## config.mk

```make
export PLATFORM = sky130hd
export DESIGN_NAME = camera_pose_update
export DESIGN_NICKNAME = d
export VERILOG_FILES = /design/src/cpu_pkg.sv /design/src/cpu_ctrl.sv /design/src/cpu_dp.sv /design/src/camera_pose_update.sv
export SDC_FILE = /design/constraint.sdc
export NUM_CORES = 2
export LEC_CHECK = 0
export ABC_CLOCK_PERIOD_IN_PS = 26500
export BUFFER_PORTS_ARGS = -buffer_cell sky130_fd_sc_hd__buf_2
export CORE_MARGIN = 2
export CORE_UTILIZATION = 45
export DETAILED_ROUTE_END_ITERATION = 10
export GPL_TIMING_DRIVEN = 0
export PLACE_DENSITY = 0.6
export SLEW_MARGIN = 10
export SYNTH_ARGS = -nofsm -noshare
export SYNTH_HDL_FRONTEND = slang
export SYNTH_SLANG_ARGS = --single-unit
```

## constraint.sdc

```tcl
create_clock -name i_clk -period 26.5 [get_ports i_clk]
set_clock_uncertainty 0.2 [all_clocks]
set_input_delay 1.325 -clock i_clk [delete_from_list [all_inputs] [get_ports i_clk]]
set_output_delay 1.325 -clock i_clk [all_outputs]
set_load 0.1 [all_outputs]
```

## src/cpu_pkg.sv

```systemverilog
// ----------------------------------------------------------------------------
// cpu_pkg
// types, constants and helpers shared by the camera pose update block
// ----------------------------------------------------------------------------
`timescale 1ns / 1ps

package cpu_pkg;

    // fixed-point formats
    localparam int CORDIC_STEPS  = 16;
    localparam int POS_FRAC_BITS = 16;
    localparam int DIR_FRAC_BITS = 16;
    localparam int POS_W   = 32;
    localparam int VEC_W   = DIR_FRAC_BITS + 2;
    localparam int ANG_FRAC = 30;
    localparam int DT_W    = 16;
    localparam int SPD_W   = 16;
    localparam int CX_W    = 34;
    localparam int CZ_W    = 33;
    localparam int MB_W    = (VEC_W > SPD_W + 1) ? VEC_W : SPD_W + 1;
    localparam int PROD_W  = CX_W + MB_W;
    localparam int SUM_W   = PROD_W + 2;
    localparam int MOVE_SHIFT = 24 + DIR_FRAC_BITS - POS_FRAC_BITS;
    localparam int CNT_W   = (CORDIC_STEPS > 16) ? $clog2(CORDIC_STEPS) : 4;

    // constants of the pose and the rotation
    localparam logic signed [CX_W-1:0] CORDIC_GAIN = CX_W'(652032874);
    localparam logic signed [POS_W-1:0] POS_RESET_X = POS_W'(1) <<< (POS_FRAC_BITS - 1);
    localparam logic signed [POS_W-1:0] POS_RESET_Y = '0;
    localparam logic signed [POS_W-1:0] POS_RESET_Z = POS_W'(10) <<< POS_FRAC_BITS;
    localparam logic signed [VEC_W-1:0] VEC_ONE  = VEC_W'(1) <<< DIR_FRAC_BITS;
    localparam logic signed [VEC_W-1:0] VEC_MAX  = {1'b0, {(VEC_W-1){1'b1}}};
    localparam logic signed [VEC_W-1:0] VEC_MIN  = {1'b1, {(VEC_W-1){1'b0}}};
    localparam logic [SPD_W-1:0] SPEED_RESET = SPD_W'(1280);

    // sequencer counts
    localparam logic [CNT_W-1:0] CORDIC_LAST = CNT_W'(CORDIC_STEPS - 1);
    localparam logic [CNT_W-1:0] ROT_LAST    = CNT_W'(11);
    localparam logic [CNT_W-1:0] MOVE_FIRST  = CNT_W'(2);
    localparam logic [CNT_W-1:0] MOVE_LAST   = CNT_W'(4);
    localparam logic [CNT_W-1:0] SCALE_SLOT  = CNT_W'(0);

    // command codes
    localparam logic [1:0] MODE_MOVE   = 2'd0;
    localparam logic [1:0] MODE_ROTATE = 2'd1;
    localparam logic [1:0] MODE_OFFSET = 2'd2;
    localparam logic [1:0] MODE_SET    = 2'd3;
    localparam logic [1:0] AXIS_PITCH  = 2'd0;
    localparam logic [1:0] AXIS_YAW    = 2'd1;
    localparam logic [1:0] AXIS_ROLL   = 2'd2;
    localparam logic [1:0] AXIS_NONE   = 2'd3;

    // basis vector rows
    localparam logic [1:0] ROW_RIGHT = 2'd0;
    localparam logic [1:0] ROW_UP    = 2'd1;
    localparam logic [1:0] ROW_LOOK  = 2'd2;

    // rotation term slots within one component
    localparam logic [1:0] TERM_AX = 2'd0;
    localparam logic [1:0] TERM_BY = 2'd1;
    localparam logic [1:0] TERM_BX = 2'd2;
    localparam logic [1:0] TERM_AY = 2'd3;

    // multiplier operations, tagged through the product register
    typedef enum logic [2:0] {
        OP_NONE  = 3'd0,
        OP_SCALE = 3'd1,
        OP_MOVE  = 3'd2,
        OP_AX    = 3'd3,
        OP_BY    = 3'd4,
        OP_BX    = 3'd5,
        OP_AY    = 3'd6
    } t_op;

    // controller to datapath commands
    typedef struct packed {
        logic             load;
        logic             cordic_step;
        logic [CNT_W-1:0] step_idx;
        t_op              op;
        logic [1:0]       idx;
    } t_cmd;

    // arctangent table, Q2.30
    function automatic logic signed [CZ_W-1:0] atan_q30(input logic [4:0] i);
        logic [29:0] v;
        case (i)
            5'd0:  v = 30'd843314857;
            5'd1:  v = 30'd497837829;
            5'd2:  v = 30'd263043836;
            5'd3:  v = 30'd133525159;
            5'd4:  v = 30'd67021687;
            5'd5:  v = 30'd33543516;
            5'd6:  v = 30'd16775851;
            5'd7:  v = 30'd8388437;
            5'd8:  v = 30'd4194283;
            5'd9:  v = 30'd2097149;
            5'd10: v = 30'd1048576;
            5'd11: v = 30'd524288;
            5'd12: v = 30'd262144;
            5'd13: v = 30'd131072;
            5'd14: v = 30'd65536;
            5'd15: v = 30'd32768;
            5'd16: v = 30'd16384;
            5'd17: v = 30'd8192;
            5'd18: v = 30'd4096;
            5'd19: v = 30'd2048;
            5'd20: v = 30'd1024;
            5'd21: v = 30'd512;
            5'd22: v = 30'd256;
            5'd23: v = 30'd128;
            default: v = '0;
        endcase
        return $signed({{(CZ_W-30){1'b0}}, v});
    endfunction

    // saturate a wide sum into the position range
    function automatic logic signed [POS_W-1:0] sat_pos(input logic signed [SUM_W-1:0] v);
        logic signed [SUM_W-1:0] hi;
        logic signed [SUM_W-1:0] lo;
        hi = SUM_W'(32'sh7fffffff);
        lo = -(SUM_W'(33'sh080000000));
        if (v > hi) begin
            return {1'b0, {(POS_W-1){1'b1}}};
        end else if (v < lo) begin
            return {1'b1, {(POS_W-1){1'b0}}};
        end
        return v[POS_W-1:0];
    endfunction

    // saturate a wide value into the basis vector range
    function automatic logic signed [VEC_W-1:0] sat_vec(input logic signed [SUM_W-1:0] v);
        if (v > SUM_W'(VEC_MAX)) begin
            return VEC_MAX;
        end else if (v < SUM_W'(VEC_MIN)) begin
            return VEC_MIN;
        end
        return v[VEC_W-1:0];
    endfunction

endpackage

```

## src/cpu_ctrl.sv

```systemverilog
// ----------------------------------------------------------------------------
// cpu_ctrl
// command sequencer: cordic iterations, multiplier slots and result beat
// ----------------------------------------------------------------------------
`timescale 1ns / 1ps

module cpu_ctrl (
    input  logic          i_clk,
    input  logic          i_rst_n,
    input  logic          i_in_valid,
    output logic          o_in_ready,
    input  logic [1:0]    i_mode,
    input  logic [1:0]    i_axis,
    output logic          o_out_valid,
    input  logic          i_out_ready,
    output cpu_pkg::t_cmd o_cmd
);

    typedef enum logic [4:0] {
        S_IDLE   = 5'b00001,
        S_CORDIC = 5'b00010,
        S_MAC    = 5'b00100,
        S_DRAIN  = 5'b01000,
        S_OUT    = 5'b10000
    } t_state;

    t_state                    r_state, n_state;
    logic [cpu_pkg::CNT_W-1:0] r_cnt, n_cnt;
    logic                      r_rot, n_rot;

    assign o_in_ready  = (r_state == S_IDLE);
    assign o_out_valid = (r_state == S_OUT);

    // state registers
    always_ff @(posedge i_clk) begin
        if (!i_rst_n) begin
            r_state <= S_IDLE;
            r_cnt   <= '0;
            r_rot   <= 1'b0;
        end else begin
            r_state <= n_state;
            r_cnt   <= n_cnt;
            r_rot   <= n_rot;
        end
    end

    // next state and datapath commands
    always_comb begin
        n_state = r_state;
        n_cnt   = r_cnt;
        n_rot   = r_rot;
        o_cmd   = '{load: 1'b0, cordic_step: 1'b0, step_idx: '0,
                    op: cpu_pkg::OP_NONE, idx: 2'd0};
        unique case (r_state)
            S_IDLE: begin
                if (i_in_valid) begin
                    o_cmd.load = 1'b1;
                    n_cnt      = '0;
                    n_rot      = (i_mode == cpu_pkg::MODE_ROTATE);
                    if ((i_mode == cpu_pkg::MODE_MOVE || i_mode == cpu_pkg::MODE_ROTATE)
                        && i_axis != cpu_pkg::AXIS_NONE) begin
                        n_state = (i_mode == cpu_pkg::MODE_ROTATE) ? S_CORDIC : S_MAC;
                    end else begin
                        n_state = S_OUT;
                    end
                end
            end
            S_CORDIC: begin
                o_cmd.cordic_step = 1'b1;
                o_cmd.step_idx    = r_cnt;
                if (r_cnt == cpu_pkg::CORDIC_LAST) begin
                    n_cnt   = '0;
                    n_state = S_MAC;
                end else begin
                    n_cnt = r_cnt + 1'b1;
                end
            end
            S_MAC: begin
                if (r_rot) begin
                    o_cmd.idx = r_cnt[3:2];
                    case (r_cnt[1:0])
                        cpu_pkg::TERM_AX: o_cmd.op = cpu_pkg::OP_AX;
                        cpu_pkg::TERM_BY: o_cmd.op = cpu_pkg::OP_BY;
                        cpu_pkg::TERM_BX: o_cmd.op = cpu_pkg::OP_BX;
                        default:          o_cmd.op = cpu_pkg::OP_AY;
                    endcase
                end else if (r_cnt == cpu_pkg::SCALE_SLOT) begin
                    o_cmd.op = cpu_pkg::OP_SCALE;
                end else if (r_cnt >= cpu_pkg::MOVE_FIRST) begin
                    o_cmd.op  = cpu_pkg::OP_MOVE;
                    o_cmd.idx = 2'(r_cnt - cpu_pkg::MOVE_FIRST);
                end
                if ((r_rot && r_cnt == cpu_pkg::ROT_LAST) ||
                    (!r_rot && r_cnt == cpu_pkg::MOVE_LAST)) begin
                    n_cnt   = '0;
                    n_state = S_DRAIN;
                end else begin
                    n_cnt = r_cnt + 1'b1;
                end
            end
            S_DRAIN: begin
                n_state = S_OUT;
            end
            S_OUT: begin
                if (i_out_ready) begin
                    n_state = S_IDLE;
                end
            end
            default: begin
                n_state = S_IDLE;
            end
        endcase
    end

endmodule

```

## src/cpu_dp.sv

```systemverilog
// ----------------------------------------------------------------------------
// cpu_dp
// pose registers, cordic unit and shared multiply-accumulate path
// ----------------------------------------------------------------------------
`timescale 1ns / 1ps

module cpu_dp (
    input  logic                                  i_clk,
    input  logic                                  i_rst_n,
    input  cpu_pkg::t_cmd                         i_cmd,
    input  logic [1:0]                            i_mode,
    input  logic [1:0]                            i_axis,
    input  logic                                  i_negate,
    input  logic [cpu_pkg::DT_W-1:0]              i_delta_time,
    input  logic signed [cpu_pkg::POS_W-1:0]      i_vec_x,
    input  logic signed [cpu_pkg::POS_W-1:0]      i_vec_y,
    input  logic signed [cpu_pkg::POS_W-1:0]      i_vec_z,
    input  logic                                  i_cfg_we,
    input  logic [cpu_pkg::SPD_W-1:0]             i_cfg_wdata,
    output logic signed [cpu_pkg::POS_W-1:0]      o_pos_x,
    output logic signed [cpu_pkg::POS_W-1:0]      o_pos_y,
    output logic signed [cpu_pkg::POS_W-1:0]      o_pos_z,
    output logic signed [cpu_pkg::VEC_W-1:0]      o_right_x,
    output logic signed [cpu_pkg::VEC_W-1:0]      o_right_y,
    output logic signed [cpu_pkg::VEC_W-1:0]      o_right_z,
    output logic signed [cpu_pkg::VEC_W-1:0]      o_up_x,
    output logic signed [cpu_pkg::VEC_W-1:0]      o_up_y,
    output logic signed [cpu_pkg::VEC_W-1:0]      o_up_z,
    output logic signed [cpu_pkg::VEC_W-1:0]      o_look_x,
    output logic signed [cpu_pkg::VEC_W-1:0]      o_look_y,
    output logic signed [cpu_pkg::VEC_W-1:0]      o_look_z
);

    localparam int POS_W  = cpu_pkg::POS_W;
    localparam int VEC_W  = cpu_pkg::VEC_W;
    localparam int CX_W   = cpu_pkg::CX_W;
    localparam int CZ_W   = cpu_pkg::CZ_W;
    localparam int MB_W   = cpu_pkg::MB_W;
    localparam int PROD_W = cpu_pkg::PROD_W;
    localparam int SUM_W  = cpu_pkg::SUM_W;

    // registers
    logic [cpu_pkg::SPD_W-1:0]   r_speed;
    logic [1:0]                  r_axis;
    logic                        r_neg;
    logic [cpu_pkg::DT_W-1:0]    r_dt;
    logic signed [POS_W-1:0]     r_pos [3];
    logic signed [VEC_W-1:0]     r_vec [3][3];
    logic signed [CX_W-1:0]      r_cx;
    logic signed [CX_W-1:0]      r_cy;
    logic signed [CZ_W-1:0]      r_cz;
    logic [31:0]                 r_scale;
    logic signed [PROD_W-1:0]    r_prod;
    cpu_pkg::t_op                r_ptag;
    logic [1:0]                  r_pidx;
    logic signed [SUM_W-1:0]     r_acc;
    logic signed [VEC_W-1:0]     r_na;

    logic signed [POS_W-1:0]     vin [3];
    logic [1:0]                  row_a, row_b;
    logic signed [CX_W-1:0]      op_a;
    logic signed [MB_W-1:0]      op_b;
    logic signed [PROD_W-1:0]    mul;
    logic signed [SUM_W-1:0]     prod_ext;
    logic signed [SUM_W-1:0]     move_step;
    logic signed [SUM_W-1:0]     rot_sum;
    logic signed [SUM_W-1:0]     rot_rnd;
    logic signed [VEC_W-1:0]     rot_val;
    logic signed [CX_W-1:0]      c_dx, c_dy;
    logic signed [CZ_W-1:0]      c_atan;
    logic signed [CZ_W-1:0]      ang;

    assign vin[0] = i_vec_x;
    assign vin[1] = i_vec_y;
    assign vin[2] = i_vec_z;

    // rows of the rotated pair: pitch up/look, yaw right/look, roll right/up
    assign row_a = (r_axis == cpu_pkg::AXIS_PITCH) ? cpu_pkg::ROW_UP : cpu_pkg::ROW_RIGHT;
    assign row_b = (r_axis == cpu_pkg::AXIS_ROLL) ? cpu_pkg::ROW_UP : cpu_pkg::ROW_LOOK;

    // multiplier operand select
    always_comb begin
        op_a = '0;
        op_b = '0;
        case (i_cmd.op)
            cpu_pkg::OP_SCALE: begin
                op_a = CX_W'(r_dt);
                op_b = MB_W'(r_speed);
            end
            cpu_pkg::OP_MOVE: begin
                op_a = CX_W'(r_scale);
                op_b = MB_W'(r_vec[r_axis][i_cmd.idx]);
            end
            cpu_pkg::OP_AX: begin
                op_a = r_cx;
                op_b = MB_W'(r_vec[row_a][i_cmd.idx]);
            end
            cpu_pkg::OP_BY: begin
                op_a = r_cy;
                op_b = MB_W'(r_vec[row_b][i_cmd.idx]);
            end
            cpu_pkg::OP_BX: begin
                op_a = r_cx;
                op_b = MB_W'(r_vec[row_b][i_cmd.idx]);
            end
            cpu_pkg::OP_AY: begin
                op_a = r_cy;
                op_b = MB_W'(r_vec[row_a][i_cmd.idx]);
            end
            default: begin
                op_a = '0;
                op_b = '0;
            end
        endcase
    end

    assign mul = PROD_W'(op_a) * PROD_W'(op_b);

    // product post-processing: rounded move step and rotated component
    assign prod_ext  = SUM_W'(r_prod);
    always_comb begin
        move_step = (prod_ext + (SUM_W'(1) <<< (cpu_pkg::MOVE_SHIFT - 1)))
                    >>> cpu_pkg::MOVE_SHIFT;
        if (r_neg) begin
            move_step = -move_step;
        end
        if (r_ptag == cpu_pkg::OP_BY) begin
            rot_sum = r_acc + prod_ext;
        end else begin
            rot_sum = r_acc - prod_ext;
        end
        rot_rnd = (rot_sum + (SUM_W'(1) <<< (cpu_pkg::ANG_FRAC - 1))) >>> cpu_pkg::ANG_FRAC;
        rot_val = cpu_pkg::sat_vec(rot_rnd);
    end

    // one cordic micro-rotation
    assign c_dx   = r_cy >>> i_cmd.step_idx;
    assign c_dy   = r_cx >>> i_cmd.step_idx;
    assign c_atan = cpu_pkg::atan_q30(5'(i_cmd.step_idx));
    assign ang    = CZ_W'(i_delta_time) <<< (cpu_pkg::ANG_FRAC - cpu_pkg::DT_W);

    // speed register
    always_ff @(posedge i_clk) begin
        if (!i_rst_n) begin
            r_speed <= cpu_pkg::SPEED_RESET;
        end else if (i_cfg_we) begin
            r_speed <= i_cfg_wdata;
        end
    end

    // product tag
    always_ff @(posedge i_clk) begin
        if (!i_rst_n) begin
            r_ptag <= cpu_pkg::OP_NONE;
        end else begin
            r_ptag <= i_cmd.op;
        end
    end

    // command fields, cordic and multiplier registers
    always_ff @(posedge i_clk) begin
        r_prod <= mul;
        r_pidx <= i_cmd.idx;
        if (i_cmd.load) begin
            r_axis <= i_axis;
            r_neg  <= i_negate;
            r_dt   <= i_delta_time;
            r_cx   <= cpu_pkg::CORDIC_GAIN;
            r_cy   <= '0;
            r_cz   <= i_negate ? -ang : ang;
        end else if (i_cmd.cordic_step) begin
            if (!r_cz[CZ_W-1]) begin
                r_cx <= r_cx - c_dx;
                r_cy <= r_cy + c_dy;
                r_cz <= r_cz - c_atan;
            end else begin
                r_cx <= r_cx + c_dx;
                r_cy <= r_cy - c_dy;
                r_cz <= r_cz + c_atan;
            end
        end
        case (r_ptag)
            cpu_pkg::OP_SCALE: r_scale <= r_prod[31:0];
            cpu_pkg::OP_AX:    r_acc   <= prod_ext;
            cpu_pkg::OP_BX:    r_acc   <= prod_ext;
            cpu_pkg::OP_BY:    r_na    <= rot_val;
            default: ;
        endcase
    end

    // pose registers
    always_ff @(posedge i_clk) begin
        if (!i_rst_n) begin
            r_pos[0] <= cpu_pkg::POS_RESET_X;
            r_pos[1] <= cpu_pkg::POS_RESET_Y;
            r_pos[2] <= cpu_pkg::POS_RESET_Z;
            // identity basis, with the view vector pointing down negative z
            for (int r = 0; r < 3; r++) begin
                for (int c = 0; c < 3; c++) begin
                    if (r != c) begin
                        r_vec[r][c] <= '0;
                    end else if (r == 2) begin
                        r_vec[r][c] <= -cpu_pkg::VEC_ONE;
                    end else begin
                        r_vec[r][c] <= cpu_pkg::VEC_ONE;
                    end
                end
            end
        end else begin
            if (i_cmd.load && i_mode == cpu_pkg::MODE_OFFSET) begin
                for (int c = 0; c < 3; c++) begin
                    r_pos[c] <= cpu_pkg::sat_pos(SUM_W'(r_pos[c]) + SUM_W'(vin[c]));
                end
            end else if (i_cmd.load && i_mode == cpu_pkg::MODE_SET) begin
                for (int c = 0; c < 3; c++) begin
                    r_pos[c] <= vin[c];
                end
            end else if (r_ptag == cpu_pkg::OP_MOVE) begin
                r_pos[r_pidx] <= cpu_pkg::sat_pos(SUM_W'(r_pos[r_pidx]) + move_step);
            end
            // both components of a pair land together, from the old values
            if (r_ptag == cpu_pkg::OP_AY) begin
                r_vec[row_a][r_pidx] <= r_na;
                r_vec[row_b][r_pidx] <= rot_val;
            end
        end
    end

    assign o_pos_x   = r_pos[0];
    assign o_pos_y   = r_pos[1];
    assign o_pos_z   = r_pos[2];
    assign o_right_x = r_vec[0][0];
    assign o_right_y = r_vec[0][1];
    assign o_right_z = r_vec[0][2];
    assign o_up_x    = r_vec[1][0];
    assign o_up_y    = r_vec[1][1];
    assign o_up_z    = r_vec[1][2];
    assign o_look_x  = r_vec[2][0];
    assign o_look_y  = r_vec[2][1];
    assign o_look_z  = r_vec[2][2];

endmodule

```

## src/camera_pose_update.sv

```systemverilog
// ----------------------------------------------------------------------------
// camera_pose_update
// camera position and basis keeper: move, rotate, offset and set commands
// ----------------------------------------------------------------------------
// One command is taken at a time and gives one result beat with the whole
// pose. Offset and set produce the beat on the cycle after the command beat;
// a move runs the speed scale and then one product per component through the
// shared 34x18 multiplier; a rotation runs 16 cordic iterations followed by
// 12 products on the same multiplier. A move or rotate on axis 3 returns the
// unchanged pose on the next cycle. A new command is accepted once the result
// beat has been taken. The user must write move_speed through i_cfg_we and
// i_cfg_wdata only while no command is in flight; the block does not check it.
`timescale 1ns / 1ps

module camera_pose_update (
    input  logic                                  i_clk,
    input  logic                                  i_rst_n,
    input  logic                                  i_cfg_we,
    input  logic [cpu_pkg::SPD_W-1:0]             i_cfg_wdata,
    input  logic                                  i_in_valid,
    output logic                                  o_in_ready,
    input  logic [1:0]                            i_mode,
    input  logic [1:0]                            i_axis,
    input  logic                                  i_negate,
    input  logic [cpu_pkg::DT_W-1:0]              i_delta_time,
    input  logic signed [cpu_pkg::POS_W-1:0]      i_vec_x,
    input  logic signed [cpu_pkg::POS_W-1:0]      i_vec_y,
    input  logic signed [cpu_pkg::POS_W-1:0]      i_vec_z,
    output logic                                  o_out_valid,
    input  logic                                  i_out_ready,
    output logic signed [cpu_pkg::POS_W-1:0]      o_pos_x,
    output logic signed [cpu_pkg::POS_W-1:0]      o_pos_y,
    output logic signed [cpu_pkg::POS_W-1:0]      o_pos_z,
    output logic signed [cpu_pkg::VEC_W-1:0]      o_right_x,
    output logic signed [cpu_pkg::VEC_W-1:0]      o_right_y,
    output logic signed [cpu_pkg::VEC_W-1:0]      o_right_z,
    output logic signed [cpu_pkg::VEC_W-1:0]      o_up_x,
    output logic signed [cpu_pkg::VEC_W-1:0]      o_up_y,
    output logic signed [cpu_pkg::VEC_W-1:0]      o_up_z,
    output logic signed [cpu_pkg::VEC_W-1:0]      o_look_x,
    output logic signed [cpu_pkg::VEC_W-1:0]      o_look_y,
    output logic signed [cpu_pkg::VEC_W-1:0]      o_look_z
);

    cpu_pkg::t_cmd cmd;

    // sequencer
    cpu_ctrl u_ctrl (
        .i_clk       (i_clk),
        .i_rst_n     (i_rst_n),
        .i_in_valid  (i_in_valid),
        .o_in_ready  (o_in_ready),
        .i_mode      (i_mode),
        .i_axis      (i_axis),
        .o_out_valid (o_out_valid),
        .i_out_ready (i_out_ready),
        .o_cmd       (cmd)
    );

    // arithmetic and pose state
    cpu_dp u_dp (
        .i_clk        (i_clk),
        .i_rst_n      (i_rst_n),
        .i_cmd        (cmd),
        .i_mode       (i_mode),
        .i_axis       (i_axis),
        .i_negate     (i_negate),
        .i_delta_time (i_delta_time),
        .i_vec_x      (i_vec_x),
        .i_vec_y      (i_vec_y),
        .i_vec_z      (i_vec_z),
        .i_cfg_we     (i_cfg_we),
        .i_cfg_wdata  (i_cfg_wdata),
        .o_pos_x      (o_pos_x),
        .o_pos_y      (o_pos_y),
        .o_pos_z      (o_pos_z),
        .o_right_x    (o_right_x),
        .o_right_y    (o_right_y),
        .o_right_z    (o_right_z),
        .o_up_x       (o_up_x),
        .o_up_y       (o_up_y),
        .o_up_z       (o_up_z),
        .o_look_x     (o_look_x),
        .o_look_y     (o_look_y),
        .o_look_z     (o_look_z)
    );

endmodule

```

==> run_results.csv <==
group,metric,value,unit
power,vdd_drop_max,0.0954,mV
placement,post-place-ws,11.46,ns
sta,worst_pin_slew,1.44,ns
floorplanning,fp.dieArea,167000,sq um
clock_tree,root_buffer,"clkbuf_16",
worst_setup_path,cp_common_cell,"inv_1",
clock_tree,clock_sinks,651,
placement,port_buffers,396,
sta,setup_slack,10.90,ns
clock_tree,post_cts.repair.setup_buffers,0,
global_routing,grt_start_max_net_pins,37,
worst_setup_path,slowest_delay,1.11,ns
cells_and_area,layout_common_cells,"nand2_1, inv_1, nor2_1",
power,power,0.00478,W
floorplanning,core_area,163000,sq um
yosys,synthArstFlopShare,0,%
floorplanning,row_count,148,
yosys,synth.avg_cell_area,8.97,sq um
worst_setup_path,cp.arrival,15.98,ns
drt,wl,314,mm
clock_tree,htreeDepth,3,
yosys,synth_edf_count,498,
drt,route.detailed.wl_per_inst,28.5,microns
clock_tree,clkLatencyLatePin,0.74,ns
sta,hold_viol_final,0,
sta,relSlewSlack,3.13,%
clock_tree,cts_hold_buffers,0,
cells_and_area,final_common_cell,"nand2_1",
worst_setup_path,setup.worst_path.class,"reg -> reg",
worst_setup_path,slowest_stage,"buf_1",
cells_and_area,drive_gt1_share,10.4,%
drt,drt-vias-per-instance,6.24,
yosys,synthesis.area,73500,sq um
yosys,synth.distinct_cells,119,
floorplanning,num_io_pins,398,
worst_setup_path,start_kind,"register",
cells_and_area,fin_nets,9940,
worst_setup_path,path_max_fanout,11,
clock_tree,cts_buffers,81,
placement,gp_congestion,1.03,
yosys,synth_warnings,0,
global_routing,grt_first_pass_wirelength,452,mm
clock_tree,clkSlewWorstSetupHoldPaths,0.06,ns
min_path,hp-class,"reg -> reg",
sta,period_needed,15.60,ns
sta,period_share,58.9,%
drt,drtIter0Drc,8336,
floorplanning,die_h,408,microns
drt,ant_nets,0,
run,cap_violations,0,
yosys,postSynthCellCount,8198,
sta,fin_hold_ws,0.231,ns
sta,grt_setup_unrepaired,"false",
worst_setup_path,worst-r2r-cell-count,41,
clock_tree,post_cts_resized,0,
run_status,outcome,"complete, no violations",
worst_setup_path,worstPathRequired,26.88,ns
power,powerDensity,58.3,nW/um^2
global_routing,first_global_vias,66710,
sta,setup_violations,0,
clock_tree,clock_path_buffers,3,
drt,drc_errors,0,
worst_setup_path,setup.worst_path.end_class,"register",
clock_tree,tritoncts,"built",
yosys,yosysSeqAreaShare,24.5,%
sta,setup_tns,0,ns
global_routing,track_usage,36.7,%
drt,vias,68727,
drt,drt_pre_antenna_iters,10,
global_routing,grt_overflow_total,0,
cells_and_area,nFillCells,15694,
global_routing,antenna_found_initial,13,
sta,slew_violations,0,
sta,fmax,0.0641,GHz
yosys,synth-seq-cells,651,
yosys,synth_flop_cell,"edfxtp_1",
floorplanning,start_util,45.2,%
floorplanning,die_x,408,microns
min_path,holdPathStages,0,
power,leakage,35.8,nW
cells_and_area,area_growth,11.4,%
placement,hpwl,252,mm
-- logic make-up after synthesis --
family	after synthesis	share of synthesized area (%)
compound gates	1891	16.9
xor+xnor	495	5.92
fa+ha+maj	1053	23.9
buf+inv	1310	6.87
flops	651	24.5
mux	261	6.10
other cells	1	0.00510
simple gates	2536	15.8
-- power by group --
group / internal (W) / switching, W / total [W] / leakage, nW
Clock: 0.000637 / 0.000520 / 0.00116 / 1.29
Combinational: 0.000751 / 0.00157 / 0.00232 / 28.6
Sequential: 0.00122 / 0.0000819 / 0.00130 / 6.00
Total: 0.00261 / 0.00217 / 0.00478 / 35.8
-- per-stage QoR --
| step | area (sq um) | utilization (%) | std cells |
|---|---|---|---|
| after global routing | 81900 | 50.4 | 11014 |
| after global placement | 78400 | 48.2 | 10822 |
| after CTS | 81900 | 50.4 | 11010 |
| final | 81900 | 50.4 | 11017 |
| after floorplan | 73700 | - | 8251 |
| after detailed placement | 79200 | 48.7 | 10863 |
-- routing by layer --
metal | vias to the layer above | wire, microns | track usage [%]
met5 | - | 92 | 0.287
met4 | 6 | 19800 | 19.2
met3 | 824 | 35700 | 9.13
met2 | 4071 | 138000 | 56.5
met1 | 34029 | 121000 | 47.9
li1 | 29797 | - | -
-- cell type report --
type | count | area, sq um | share of cell area (%)
inverters | 910 | 3420 | 4.17
clock buffers | 102 | 2160 | 2.63
repair buffers | 437 | 2480 | 3.02
multi-input cells | 6290 | 50900 | 62.2
well taps | 2175 | 2720 | 3.32
diodes | 7 | 17.5 | 0.0214
clock inverters | 45 | 548 | 0.669
plain buffers | 400 | 1640 | 2.00
flip-flops and latches | 651 | 18000 | 22.0
-- cells in the mapped netlist, types with 22 or more instances --
library cell	number	area (sq um)
a221o_1	23	230
buf_1	52	195
nand3_1	173	866
or3_1	38	238
clkbuf_1	296	1110
o22ai_1	47	294
a221oi_1	34	298
o21ai_1	23	115
dfxtp_1	153	3060
nand2b_1	100	626
fa_1	592	11900
a21o_1	157	1180
a31oi_1	70	438
o21a_1	53	398
a21boi_0	22	165
inv_1	902	3390
a21oi_1	474	2370
ha_1	439	5490
nor4_1	31	194
nand4_1	67	419
o21bai_1	52	390
edfxtp_1	498	15000
o31ai_1	44	330
a211oi_1	45	338
o21ai_0	395	1980
a32oi_1	22	193
maj3_1	22	220
nor2_1	722	2710
a22o_1	23	201
mux4_2	148	3330
xnor2_1	295	2580
nor2b_1	58	363
or2_2	43	269
a222oi_1	48	480
and2_1	106	663
a22oi_1	85	638
buf_2	35	175
nand2_1	929	3490
xor2_1	199	1740
and3_1	52	325
nor3_1	122	611
mux2i_1	98	981
o211ai_1	89	668
-- final timing paths --
path,startpoint,slack [ns],end
setup / recovery,u_ctrl.r_cnt[0],10.90,u_dp.r_prod[51]
hold / removal,u_dp.r_prod[39],0.23,u_dp.r_acc[39]
setup reg to reg,u_ctrl.r_cnt[0],10.90,u_dp.r_prod[51]
hold reg to reg,u_dp.r_prod[39],0.23,u_dp.r_acc[39]
-- worst max-delay path: cells and delay by family, from the launching register on --
kind | cells | cell delay, ns
AO/OA/AOI/OAI | 14 | 4.77
XOR/XNOR | 1 | 0.11
adder cells (fa/ha/maj) | 8 | 3.99
buffers and inverters | 12 | 3.98
flip-flops | 1 | 0.49
AND/OR/NAND/NOR | 6 | 1.84
-- state kept, by name (all words and copies together), names as in the netlist, named ones only --
register	flops
u_dp.r_cz	33
u_dp.r_cy	34
u_dp.r_cx	34
u_dp.r_axis	2
u_dp.r_acc	52
u_dp.r_speed	16
u_ctrl.r_state	5
u_dp.r_pidx	2
u_dp.r_scale	32
u_dp.r_dt	16
u_dp.r_pos	128
u_dp.r_ptag	3
u_dp.r_na	18
u_dp.r_vec	216
u_dp.r_prod	52
u_ctrl.r_rot	1
u_dp.r_neg	1
u_ctrl.r_cnt	4
Power figures use the tool's default switching activity.
